--- src/hw/rtl/olv_pkg.sv ---
package olv_pkg;

	localparam int unsigned DATA_W   = 8;
	localparam int unsigned FIELD_W  = 4;
	localparam int unsigned PART_W   = 3;
	localparam int unsigned DOT_W    = 2;
	localparam int unsigned VERD_W   = 2;
	localparam int unsigned CFG_IDX_W = 1;
	localparam int unsigned CFG_DATA_W = 8;

	localparam logic [1:0] POS_START  = 2'd0;
	localparam logic [1:0] POS_LETTER = 2'd1;
	localparam logic [1:0] POS_BODY   = 2'd2;

	localparam logic [1:0] KIND_OTHER  = 2'd0;
	localparam logic [1:0] KIND_FACE   = 2'd1;
	localparam logic [1:0] KIND_VERTEX = 2'd2;

	localparam logic [VERD_W-1:0] VERD_OK        = 2'd0;
	localparam logic [VERD_W-1:0] VERD_MALFORMED = 2'd1;
	localparam logic [VERD_W-1:0] VERD_NO_VERTEX = 2'd2;

	localparam logic [CFG_IDX_W-1:0] REG_MAX_FIELDS      = 1'd0;
	localparam logic [CFG_IDX_W-1:0] REG_MAX_INDEX_PARTS = 1'd1;

	localparam logic [FIELD_W-1:0] MAX_FIELDS_RST = 4'd4;
	localparam logic [PART_W-1:0]  MAX_PARTS_RST  = 3'd3;
	localparam logic [FIELD_W-1:0] FIELD_CAP      = 4'd15;
	localparam logic [PART_W-1:0]  PART_CAP       = 3'd7;
	localparam logic [DOT_W-1:0]   DOT_CAP        = 2'd2;

	localparam logic [DATA_W-1:0] CH_LF    = 8'h0A;
	localparam logic [DATA_W-1:0] CH_TAB   = 8'h09;
	localparam logic [DATA_W-1:0] CH_VT    = 8'h0B;
	localparam logic [DATA_W-1:0] CH_FF    = 8'h0C;
	localparam logic [DATA_W-1:0] CH_CR    = 8'h0D;
	localparam logic [DATA_W-1:0] CH_SPACE = 8'h20;
	localparam logic [DATA_W-1:0] CH_MINUS = 8'h2D;
	localparam logic [DATA_W-1:0] CH_DOT   = 8'h2E;
	localparam logic [DATA_W-1:0] CH_SLASH = 8'h2F;
	localparam logic [DATA_W-1:0] CH_ZERO  = 8'h30;
	localparam logic [DATA_W-1:0] CH_NINE  = 8'h39;
	localparam logic [DATA_W-1:0] CH_F     = 8'h66;
	localparam logic [DATA_W-1:0] CH_V     = 8'h76;

	typedef struct packed {
		logic [1:0]         pos;
		logic [1:0]         kind;
		logic               in_tok;
		logic [FIELD_W-1:0] field_cnt;
		logic [DOT_W-1:0]   dot_cnt;
		logic [PART_W-1:0]  piece_cnt;
		logic               after_slash;
		logic               err;
		logic               vtx_seen;
	} olv_state_t;

	typedef struct packed {
		logic [FIELD_W-1:0] max_fields;
		logic [PART_W-1:0]  max_parts;
	} olv_cfg_t;

	localparam olv_state_t STATE_RST = '{
		pos:         POS_START,
		kind:        KIND_OTHER,
		in_tok:      1'b0,
		field_cnt:   '0,
		dot_cnt:     '0,
		piece_cnt:   '0,
		after_slash: 1'b1,
		err:         1'b0,
		vtx_seen:    1'b0
	};

endpackage

--- src/hw/rtl/obj_text_line_validator_top.sv ---
// The last byte of a file is held in the input register; its verdict is then
// registered in the result register, from which m_axis takes it.
// Throughput: one byte per cycle; only a byte with tlast waits, and only
// while an earlier verdict sits unaccepted in the result register.
// Only a byte with tlast yields a verdict; the file state then clears.
// arst_n low clears the line and file state and the valid flags of both registers, and sets the limits to 4 and 3.
module obj_text_line_validator_top
	import olv_pkg::*;
(
	input  logic                  clk,
	input  logic                  arst_n,
	input  logic                  s_axis_tvalid,
	output logic                  s_axis_tready,
	input  logic [7:0]            s_axis_tdata,   // [7:0] data_byte
	input  logic                  s_axis_tlast,   // end_of_file
	output logic                  m_axis_tvalid,
	input  logic                  m_axis_tready,
	output logic [7:0]            m_axis_tdata,   // [1:0] verdict, [7:2] zero
	input  logic                  cfg_valid,
	output logic                  cfg_ready,
	input  logic [CFG_IDX_W-1:0]  cfg_index,
	input  logic [CFG_DATA_W-1:0] cfg_data
);

	olv_cfg_t           cfg;
	olv_state_t         st_q;
	olv_state_t         st_nxt;
	logic [VERD_W-1:0]  verdict;
	logic               valid_s1;
	logic [DATA_W-1:0]  byte_s1;
	logic               last_s1;
	logic               adv;
	logic               out_valid_q;
	logic [VERD_W-1:0]  verdict_q;

	assign cfg_ready = 1'b1;

	olv_cfg u_cfg (
		.clk      (clk),
		.arst_n   (arst_n),
		.wr_en    (cfg_valid),
		.wr_index (cfg_index),
		.wr_data  (cfg_data),
		.cfg      (cfg)
	);

	olv_step u_step (
		.cur     (st_q),
		.cfg     (cfg),
		.c       (byte_s1),
		.last    (last_s1),
		.nxt     (st_nxt),
		.verdict (verdict)
	);

	// a byte without tlast never needs the result slot
	assign adv           = valid_s1 && (!last_s1 || !out_valid_q || m_axis_tready);
	assign s_axis_tready = !valid_s1 || adv;

	always_ff @(posedge clk or negedge arst_n) begin
		if (!arst_n) begin
			valid_s1 <= 1'b0;
		end else if (s_axis_tready) begin
			valid_s1 <= s_axis_tvalid;
		end
	end

	always_ff @(posedge clk) begin
		if (s_axis_tready && s_axis_tvalid) begin
			byte_s1 <= s_axis_tdata;
			last_s1 <= s_axis_tlast;
		end
	end

	always_ff @(posedge clk or negedge arst_n) begin
		if (!arst_n) begin
			st_q <= STATE_RST;
		end else if (adv) begin
			st_q <= st_nxt;
		end
	end

	always_ff @(posedge clk or negedge arst_n) begin
		if (!arst_n) begin
			out_valid_q <= 1'b0;
		end else if (adv && last_s1) begin
			out_valid_q <= 1'b1;
		end else if (m_axis_tready) begin
			out_valid_q <= 1'b0;
		end
	end

	always_ff @(posedge clk) begin
		if (adv && last_s1) begin
			verdict_q <= verdict;
		end
	end

	assign m_axis_tvalid = out_valid_q;
	assign m_axis_tdata  = {{(8 - VERD_W){1'b0}}, verdict_q};

	a_eof_clears: assert property (@(posedge clk) disable iff (!arst_n)
		adv && last_s1 |=> st_q == STATE_RST)
		else $error("file state not cleared after last byte");

	a_eof_result: assert property (@(posedge clk) disable iff (!arst_n)
		adv && last_s1 |=> out_valid_q)
		else $error("last byte gave no verdict");

	a_err_latched: assert property (@(posedge clk) disable iff (!arst_n)
		st_q.err && !(adv && last_s1) |=> st_q.err)
		else $error("error flag dropped before end of file");

	a_verdict_code: assert property (@(posedge clk) disable iff (!arst_n)
		out_valid_q |-> (verdict_q == VERD_OK || verdict_q == VERD_MALFORMED ||
			verdict_q == VERD_NO_VERTEX))
		else $error("verdict code out of range");

endmodule

--- src/hw/rtl/olv_cfg.sv ---
module olv_cfg
	import olv_pkg::*;
(
	input  logic                  clk,
	input  logic                  arst_n,
	input  logic                  wr_en,
	input  logic [CFG_IDX_W-1:0]  wr_index,
	input  logic [CFG_DATA_W-1:0] wr_data,
	output olv_cfg_t              cfg
);

	logic [FIELD_W-1:0] max_fields_q;
	logic [PART_W-1:0]  max_parts_q;

	always_ff @(posedge clk or negedge arst_n) begin
		if (!arst_n) begin
			max_fields_q <= MAX_FIELDS_RST;
			max_parts_q  <= MAX_PARTS_RST;
		end else if (wr_en) begin
			case (wr_index)
				REG_MAX_FIELDS:      max_fields_q <= wr_data[FIELD_W-1:0];
				REG_MAX_INDEX_PARTS: max_parts_q  <= wr_data[PART_W-1:0];
				default: ;
			endcase
		end
	end

	assign cfg.max_fields = max_fields_q;
	assign cfg.max_parts  = max_parts_q;

endmodule

--- src/hw/rtl/olv_step.sv ---
module olv_step
	import olv_pkg::*;
(
	input  olv_state_t         cur,
	input  olv_cfg_t           cfg,
	input  logic [DATA_W-1:0]  c,
	input  logic               last,
	output olv_state_t         nxt,
	output logic [VERD_W-1:0]  verdict
);

	logic       is_space;
	logic       is_num;
	olv_state_t n;

	assign is_space = c inside {CH_SPACE, CH_TAB, CH_LF, CH_VT, CH_FF, CH_CR};
	assign is_num   = (c inside {[CH_ZERO:CH_NINE]}) || (c == CH_MINUS);

	always_comb begin
		n = cur;
		if (c == CH_LF) begin
			n.pos    = POS_START;
			n.kind   = KIND_OTHER;
			n.in_tok = 1'b0;
		end else begin
			case (cur.pos)
				POS_START: begin
					n.pos = POS_LETTER;
					if (c == CH_F) begin
						n.kind = KIND_FACE;
					end else if (c == CH_V) begin
						n.kind = KIND_VERTEX;
					end else begin
						n.kind = KIND_OTHER;
						n.pos  = POS_BODY;
					end
				end
				POS_LETTER: begin
					n.pos = POS_BODY;
					if (c == CH_SPACE) begin
						n.in_tok    = 1'b0;
						n.field_cnt = '0;
						if (cur.kind == KIND_VERTEX) begin
							n.vtx_seen = 1'b1;
						end
					end else begin
						n.kind = KIND_OTHER;
					end
				end
				POS_BODY: begin
					if (cur.kind == KIND_FACE || cur.kind == KIND_VERTEX) begin
						if (is_space) begin
							n.in_tok = 1'b0;
						end else begin
							// token start
							if (!cur.in_tok) begin
								n.in_tok      = 1'b1;
								n.dot_cnt     = '0;
								n.piece_cnt   = '0;
								n.after_slash = 1'b1;
								if (cur.field_cnt >= cfg.max_fields) begin
									n.err = 1'b1;
								end
								if (cur.field_cnt != FIELD_CAP) begin
									n.field_cnt = cur.field_cnt + 1'b1;
								end
							end
							if (cur.kind == KIND_FACE) begin
								if (c == CH_SLASH) begin
									n.after_slash = 1'b1;
								end else if (is_num) begin
									if (n.after_slash) begin
										n.after_slash = 1'b0;
										if (n.piece_cnt >= cfg.max_parts) begin
											n.err = 1'b1;
										end
										if (n.piece_cnt != PART_CAP) begin
											n.piece_cnt = n.piece_cnt + 1'b1;
										end
									end
								end else begin
									n.err = 1'b1;
								end
							end else begin
								if (c == CH_DOT) begin
									if (n.dot_cnt != '0) begin
										n.err = 1'b1;
									end
									if (n.dot_cnt != DOT_CAP) begin
										n.dot_cnt = n.dot_cnt + 1'b1;
									end
								end else if (!is_num) begin
									n.err = 1'b1;
								end
							end
						end
					end
				end
				default: ;
			endcase
		end
	end

	always_comb begin
		if (n.err) begin
			verdict = VERD_MALFORMED;
		end else if (!n.vtx_seen) begin
			verdict = VERD_NO_VERTEX;
		end else begin
			verdict = VERD_OK;
		end
	end

	assign nxt = last ? STATE_RST : n;

endmodule
--- config.mk ---
export PLATFORM = sky130hd
export DESIGN_NAME = obj_text_line_validator_top
export DESIGN_NICKNAME = d
export VERILOG_FILES = /design/src/hw/rtl/olv_pkg.sv /design/src/hw/rtl/obj_text_line_validator_top.sv /design/src/hw/rtl/olv_cfg.sv /design/src/hw/rtl/olv_step.sv
export SDC_FILE = /design/constraint.sdc
export NUM_CORES = 1
export LEC_CHECK = 0
export BUFFER_PORTS_ARGS = -buffer_cell sky130_fd_sc_hd__clkbuf_2
export CORE_AREA = 2 2 88 90
export DETAILED_ROUTE_END_ITERATION = 10
export DIE_AREA = 0 0 90 92
export HOLD_SLACK_MARGIN = 0.06
export PLACE_DENSITY_LB_ADDON = 0.25
export SETUP_SLACK_MARGIN = 0.02
export SYNTH_ARGS = -nofsm -noshare
export SYNTH_HDL_FRONTEND = slang
export SYNTH_HIERARCHICAL = 1
export SYNTH_SLANG_ARGS = --single-unit
--- constraint.sdc ---
create_clock -name clk -period 3.1 [get_ports clk]
set_input_delay 0.155 -clock clk [delete_from_list [all_inputs] [get_ports clk]]
set_output_delay 0.155 -clock clk [all_outputs]
set_load 0.02 [all_outputs]
==> run_results.csv, run 1 <==
group,metric,value,unit
run_status,status,"completed",
worst_setup_path,critPathBufInv,0,
global_routing,overflow,0,
global_routing,grt_pass1_vias,2240,
cts,clk_pin_slew,0.08,ns
worst_setup_path,crit_start,"st_q[12]$_DFFE_PN0P_",
synth,ys_warn_count,6,
floorplan,die_w,90,microns
worst_setup_path,reg2reg_from,"st_q[12]$_DFFE_PN0P_",
power_and_ir_drop,clkPwrFrac,34.6,%
worst_setup_path,cp-start-kind,"flop",
timing,skew,0.005430,ns
power_and_ir_drop,p_int,862.8,uW
timing,tightest_slew,0.7258,ns
worst_hold_path,hp-start,"s_axis_tvalid",
timing,slew_violations,0,
job,drv_cap,0,
power_and_ir_drop,swShare,28.01,%
global_routing,grt_pass1_wl,11.39,mm
power_and_ir_drop,ir_drop,0.1893,mV
synth,synth_cell_types,65,
routing,routed_via_density,5.364,
timing,period_share,77.52,%
routing,drc_errors,0,
floorplan,ioPinCount,34,
timing,relSlewSlack,51.62,%
cts,post_cts_buffers,0,
routing,vias,2301,
synth,syn_area,0.002835,sq mm
worst_setup_path,slowest_stage,"dfrtp_1",
worst_setup_path,crit_path_max_fanout,15,
worst_setup_path,crit_path_end_kind,"flop",
cts,clkSinkCount,37,
cells_and_area,drive_gt1_share,20.18,%
worst_setup_path,r2r-end,"st_q[1]$_DFFE_PN0P_",
routing,drt_iter0_drc,103,
timing,setup_slack,0.6969,ns
power_and_ir_drop,seqPwrFrac,47.6,%
timing,setup_violations,0,
timing,grt_setup_unrepaired,"false",
power_and_ir_drop,p_per_area,377.4,mW/mm^2
cells_and_area,layout.cells.non_filler,429,
cells_and_area,postLayoutCellArea,0.003176,sq mm
cells_and_area,nNetsFinal,364,
floorplan,dieArea,0.008280,sq mm
routing,wirelength,6.654,mm
floorplan,rows,32,
place,dp_worst_setup_slack,0.7127,ns
timing,final_hold_viol_count,0,
floorplan,coreArea,0.007447,sq mm
worst_hold_path,whs_endpoint,"valid_s1$_DFFE_PN0P_",
synth,synth_flop_cell,"dfrtp_1",
place,port_buffers,22,
cells_and_area,diodes,0,
routing,wl_per_cell,15.51,microns
timing,max_clock_freq,416.1,MHz
global_routing,grt_max_degree,36,
cells_and_area,area_delta_synth_final,12.00,%
power_and_ir_drop,leakagePower,1.320,nW
cts,clockBufferDepth,2,
synth,seq_area_frac_synth,34.77,%
worst_setup_path,arrival,2.61,ns
place,dpl_cell_area,0.002969,sq mm
worst_setup_path,cp_common_cell,"nand2_1",
synth,synth_seq_cells,37,
worst_setup_path,max_stage_delay,0.65,ns
global_routing,grt_usage,17.13,%
worst_setup_path,worstRegToRegCells,9,
cts,cts-root-buf,"clkbuf_8",
synth,synthCells,300,
place,dp_cells,411,
power_and_ir_drop,comb_power_share,17.8,%
timing,period_minus_slack,2.403,ns
worst_hold_path,holdPathStages,2,
floorplan,start_util,38.07,%
worst_setup_path,r2r_slack,0.70,ns
place,dp_hpwl,4.530,mm
place,place.gp.congestion,0.8142,
floorplan,die_h,92,microns
worst_setup_path,required,3.31,ns
worst_hold_path,holdCritPathClass,"input pin to flop",
synth,syn_avg_cell_area,9.451,sq um
timing,tns,0,ns
cts,cts_tree,"done",
routing,antenna_left,0,
cts,htreeDepth,2,
cts,numCtsBuffers,5,
synth,synth-edff-count,11,
worst_setup_path,crit_type,"flop to flop",
routing,drt-pass1-iter-count,4,
global_routing,antenna_found_initial,0,
synth,synth-async-reset-ratio,70.27,%
power_and_ir_drop,finalPower,1.198,mW
power_and_ir_drop,power_switching,335.7,uW
cts,worstSkewPairLatency,0.28,ns
worst_setup_path,cp_top_family,"compound AO/OA/AOI/OAI gates",
worst_setup_path,crit_path_cell_trace,"nand2_1, ha_1, nand2b_1, a31oi_1, a211o_2, a221oi_2, o31a_1, nand2_1, o211ai_1",
==> how the worst max path moves through the flow <==
stage | endpoint | slack, ns | depth (start not counted)
detailed placement | st_q[11]$_DFFE_PN0P_ | 0.71 | 7
finish | st_q[1]$_DFFE_PN0P_ | 0.70 | 9
global placement | verdict_q[0]$_DFFE_PP_ | 0.74 | 5
global route | st_q[11]$_DFFE_PN0P_ | 0.53 | 7
CTS | st_q[11]$_DFFE_PN0P_ | 0.70 | 7
floorplan | verdict_q[0]$_DFFE_PP_ | 0.94 | 6
==> routing by layer <==
layer	wire [microns]	share of wire (%)	track usage, %	vias up
met5	0	0	0	-
met4	97	1.5	5.641	0
met3	249	3.7	3.533	6
met2	3087	46	26.69	48
met1	3220	48	23.81	1111
li1	-	-	-	1136
==> final cells by class <==
cell class | count | area (sq um)
repair buffers | 36 | 240.2
clock buffers | 6 | 72.57
inverters | 17 | 63.81
well taps | 102 | 127.6
flip-flops and latches | 37 | 985.9
fillers | 758 | 4272
multi-input cells | 229 | 1652
clock inverters | 2 | 33.78
==> repair_timing <==
item,in CTS,in global routing
gates resized for setup,0,0
hold endpoints to repair,31,0
hold buffers,10,0
==> cell families after synthesis <==
kind of cell | Yosys count | synth area share (%)
AO/OA/AOI/OAI | 60 | 16.50
XOR/XNOR | 1 | 0.3090
adder cells (fa/ha/maj) | 15 | 6.620
buffers and inverters | 39 | 7.634
flip-flops | 37 | 34.78
multiplexers | 8 | 3.133
other | 2 | 0.2649
AND/OR/NAND/NOR | 138 | 30.76
==> per-stage QoR <==
step           hold slack, ns  util, %
5_1_grt               0.08506    42.64
6_report              0.08277    42.64
3_3_place_gp           0.2368    39.87
4_1_cts               0.07681    42.64
3_5_place_dp           0.2547    39.87
2_1_floorplan         -0.1406        -
==> worst reg2reg max path, cell delays in order, from the launching register on <==
cell,delay [ns]
dfrtp_1,0.65
nand2_1,0.14
ha_1,0.29
nand2b_1,0.09
a31oi_1,0.13
a211o_2,0.34
a221oi_2,0.30
o31a_1,0.18
nand2_1,0.05
o211ai_1,0.16
==> cells in the mapped netlist, types with 2 or more instances <==
library cell / n / share of area (%)
o32ai_1: 2 / 0.62
dfstp_2: 4 / 3.7
nand3b_1: 2 / 0.53
buf_6: 2 / 0.79
inv_1: 17 / 2.3
clkbuf_1: 2 / 0.26
buf_4: 9 / 2.4
buf_2: 8 / 1.4
a21o_1: 2 / 0.53
ha_1: 15 / 6.6
nand2b_1: 21 / 4.6
nand4b_1: 17 / 5.3
dfrtp_1: 22 / 19
o31ai_1: 2 / 0.53
o211ai_2: 10 / 4.4
o21ai_0: 5 / 0.88
nand3_1: 10 / 1.8
nand2_1: 36 / 4.8
a21oi_1: 12 / 2.1
and3_1: 4 / 0.88
nand4_1: 4 / 0.88
a31oi_1: 6 / 1.3
mux2_2: 4 / 1.6
and2_1: 3 / 0.66
o21bai_1: 2 / 0.53
mux2_1: 3 / 1.2
nor2b_1: 3 / 0.66
conb_1: 2 / 0.26
nor3_1: 5 / 0.88
a22oi_1: 2 / 0.53
nor2_1: 13 / 1.7
or3_4: 2 / 0.79
o211ai_1: 7 / 1.9
edfxtp_1: 11 / 12
==> power by group through the flow <==
| stage | clock, mW | combinational, mW | sequential, mW |
|---|---|---|---|
| after detailed placement | 0 | 0.204 | 0.581 |
| after global routing | 0.450 | 0.238 | 0.577 |
| after floorplan | 0 | 0.160 | 0.569 |
| final | 0.415 | 0.213 | 0.571 |
| after CTS | 0.433 | 0.214 | 0.571 |
| after global placement | 0 | 0.198 | 0.580 |
==> registers in the layout, summed over array words and instances (netlist names) <==
| name | flops |
|---|---|
| verdict_q | 2 |
| u_cfg/max_fields_q | 4 |
| st_q | 17 |
| byte_s1 | 8 |
| u_cfg/max_parts_q | 3 |
| valid_s1 | 1 |
| last_s1 | 1 |
| m_axis_tvalid | 1 |
==> cells in the final DEF (no fill, tap or decap), types with 5 or more instances in the layout <==
cell type      instances
o211ai_1               7
nand2b_1              21
conb_1                 7
a21oi_1               12
nor2_1                13
ha_1                  15
clkbuf_8               5
edfxtp_1              11
clkbuf_2              22
nor3_1                 5
o21ai_0                5
nand3_1               10
o211ai_2              10
dfrtp_1               22
a31oi_1                6
dlygate4sd3_1         10
inv_1                 17
nand4b_1              17
nand2_1               36
Note: power is estimated with default switching activity, not from simulation.
==> inputs of run 2 (changes only) <==
==> constraint.sdc (replaced) <==
create_clock -name clk -period 1.99 [get_ports clk]
set_input_delay 0.0995 -clock clk [delete_from_list [all_inputs] [get_ports clk]]
set_output_delay 0.0995 -clock clk [all_outputs]
set_load 0.02 [all_outputs]
==> run_results.csv, run 2 (synthesis results as in run 1) <==
group,metric,value,unit
run_status,status,"finished with violations",
run_status,violations,"setup timing",
worst_setup_path,required,2.03,ns
cells_and_area,nNetsFinal,412,
power_and_ir_drop,seqPwrFrac,48.4,%
worst_hold_path,holdCritPathClass,"input pin to flop",
timing,tightest_slew,0.7022,ns
cells_and_area,drive_gt1_share,32.00,%
worst_hold_path,holdPathStages,2,
routing,antenna_left,0,
timing,max_clock_freq,456.9,MHz
cts,clk_pin_slew,0.08,ns
cells_and_area,area_delta_synth_final,27.63,%
cts,cts_tree,"done",
worst_setup_path,cp-start-kind,"flop",
place,dp_worst_setup_slack,-0.2163,ns
cells_and_area,layout_commonest_cell,"buf_4",
timing,setup_violations,16,
cts,numCtsBuffers,5,
place,port_buffers,22,
job,drv_cap,0,
worst_setup_path,crit_type,"flop to flop",
routing,drc_errors,0,
place,place.gp.congestion,0.8744,
cells_and_area,top_register,"st_q",
global_routing,grtUsageMet1,22.03,%
floorplan,start_util,38.07,%
floorplan,die_h,92,microns
timing,skew,0.005422,ns
routing,drt_iter0_drc,93,
global_routing,antenna_found_initial,0,
cells_and_area,final_cell_mix,"buf_4, nand2_1, clkbuf_2, dfrtp_1, nand2b_1",
timing,final_hold_viol_count,0,
routing,vias,2478,
cells_and_area,layout.cells.non_filler,477,
cells_and_area,fin_util,48.59,%
power_and_ir_drop,p_int,1.263,mW
floorplan,rows,32,
power_and_ir_drop,swShare,30.08,%
place,dp_hpwl,4.884,mm
routing,wl_per_cell,14.39,microns
power_and_ir_drop,leakagePower,1.569,nW
routing,wirelength,6.864,mm
power_and_ir_drop,p_per_area,499.1,mW/mm^2
floorplan,dieArea,0.008280,sq mm
floorplan,coreArea,0.007447,sq mm
floorplan,ioPinCount,34,
timing,period_share,110.0,%
global_routing,grt_usage,17.63,%
timing,grt_setup_unrepaired,"true",
power_and_ir_drop,ir_drop,0.2733,mV
cts,clockBufferDepth,2,
global_routing,overflow,0,
place,dp_cells,447,
global_routing,grt_pass1_wl,11.87,mm
global_routing,gr-usage-met3,3.040,%
timing,slew_violations,0,
global_routing,globalRoute.busiestLayer,"met2",
routing,routed_via_density,5.195,
global_routing,grt_pass1_vias,2518,
timing,setup_slack,-0.1984,ns
cells_and_area,diodes,0,
worst_setup_path,crit_path_max_fanout,7,
worst_setup_path,worstRegToRegCells,5,
cts,cts-root-buf,"clkbuf_8",
cts,htreeDepth,2,
worst_setup_path,crit_path_end_kind,"flop",
floorplan,die_w,90,microns
power_and_ir_drop,comb_power_share,23.0,%
cells_and_area,top_regs,"st_q x17, byte_s1 x8, u_cfg/max_fields_q x4",
global_routing,grt_max_degree,36,
routing,drt-pass1-iter-count,4,
timing,period_minus_slack,2.188,ns
worst_setup_path,arrival,2.23,ns
global_routing,grtUsageMet2,31.39,%
cts,worstSkewPairLatency,0.29,ns
cts,clkSinkCount,37,
power_and_ir_drop,power_switching,543.2,uW
power_and_ir_drop,clkPwrFrac,28.6,%
cells_and_area,largest_reg_flops,17,
timing,relSlewSlack,53.19,%
-- run 2: final timing paths --
path | to | slack (ns) | from
max in group asynchronous | st_q[14]$_DFFE_PN0P_ | 1.16 | arst_n
hold reg to reg | u_cfg/max_parts_q[2]$_DFFE_PN0P_ | 0.50 | u_cfg/max_parts_q[2]$_DFFE_PN0P_
hold / removal | u_cfg/max_fields_q[0]$_DFFE_PN0P_ | 0.07 | cfg_data[0]
setup reg to reg | verdict_q[0]$_DFFE_PP_ | -0.20 | byte_s1[0]$_DFFE_PP_
setup / recovery | verdict_q[0]$_DFFE_PP_ | -0.20 | byte_s1[0]$_DFFE_PP_
min in group asynchronous | u_cfg/max_parts_q[2]$_DFFE_PN0P_ | 0.38 | arst_n
-- run 2: power by group through the flow --
stage | clock network [mW] | registers (mW) | logic [mW]
final | 0.517 | 0.875 | 0.415
after global routing | 0.564 | 0.882 | 0.458
after CTS | 0.533 | 0.875 | 0.405
after detailed placement | 0 | 0.892 | 0.369
after global placement | 0 | 0.888 | 0.359
after floorplan | 0 | 0.886 | 0.249
-- run 2: through the flow --
| stage | hold WS [ns] | instance area [sq um] | power (mW) | setup TNS, ns |
|---|---|---|---|---|
| 2_1_floorplan | -0.1961 | 2864 | 1.135 | -0.6927 |
| 3_3_place_gp | 0.1833 | 3252 | 1.248 | -2.005 |
| 3_5_place_dp | 0.1870 | 3252 | 1.261 | -2.503 |
| 4_1_cts | 0.06568 | 3561 | 1.813 | -1.465 |
| 5_1_grt | 0.06151 | 3618 | 1.904 | -3.244 |
| 6_report | 0.06545 | 3618 | 1.806 | -1.816 |
-- run 2: cell type report --
class	count	area, sq um
Sequential cell	37	985.9
Tap cell	102	127.6
Timing Repair Buffer	84	634.4
Inverter	17	63.81
Clock buffer	5	68.82
Clock inverter	3	12.51
Multi-Input combinational cell	229	1725
Fill cell	738	3829
-- run 2: critical path, stage by stage (launching register included) --
cell and delay [ns]:
edfxtp_1 0.42, or4b_4 0.57, or3_4 0.38, nand4b_4 0.18
nor2_4 0.06, or3_1 0.33
-- run 2: timing repair --
item                                    in CTS  in global routing
hold buffers                                14                  0
endpoints found under the setup margin      16                 17
gates resized for setup                      8                 15
pin swaps                                    4                 11
endpoints found under the hold margin       36                  0
setup buffers                                7                  1
-- run 2: metal layers --
layer  vias to the layer above  part of all wire, %
li1                       1231                    -
met1                      1188                   45
met2                        53                   51
met3                         6                  2.9
met4                         0                  1.3
met5                         -                    0
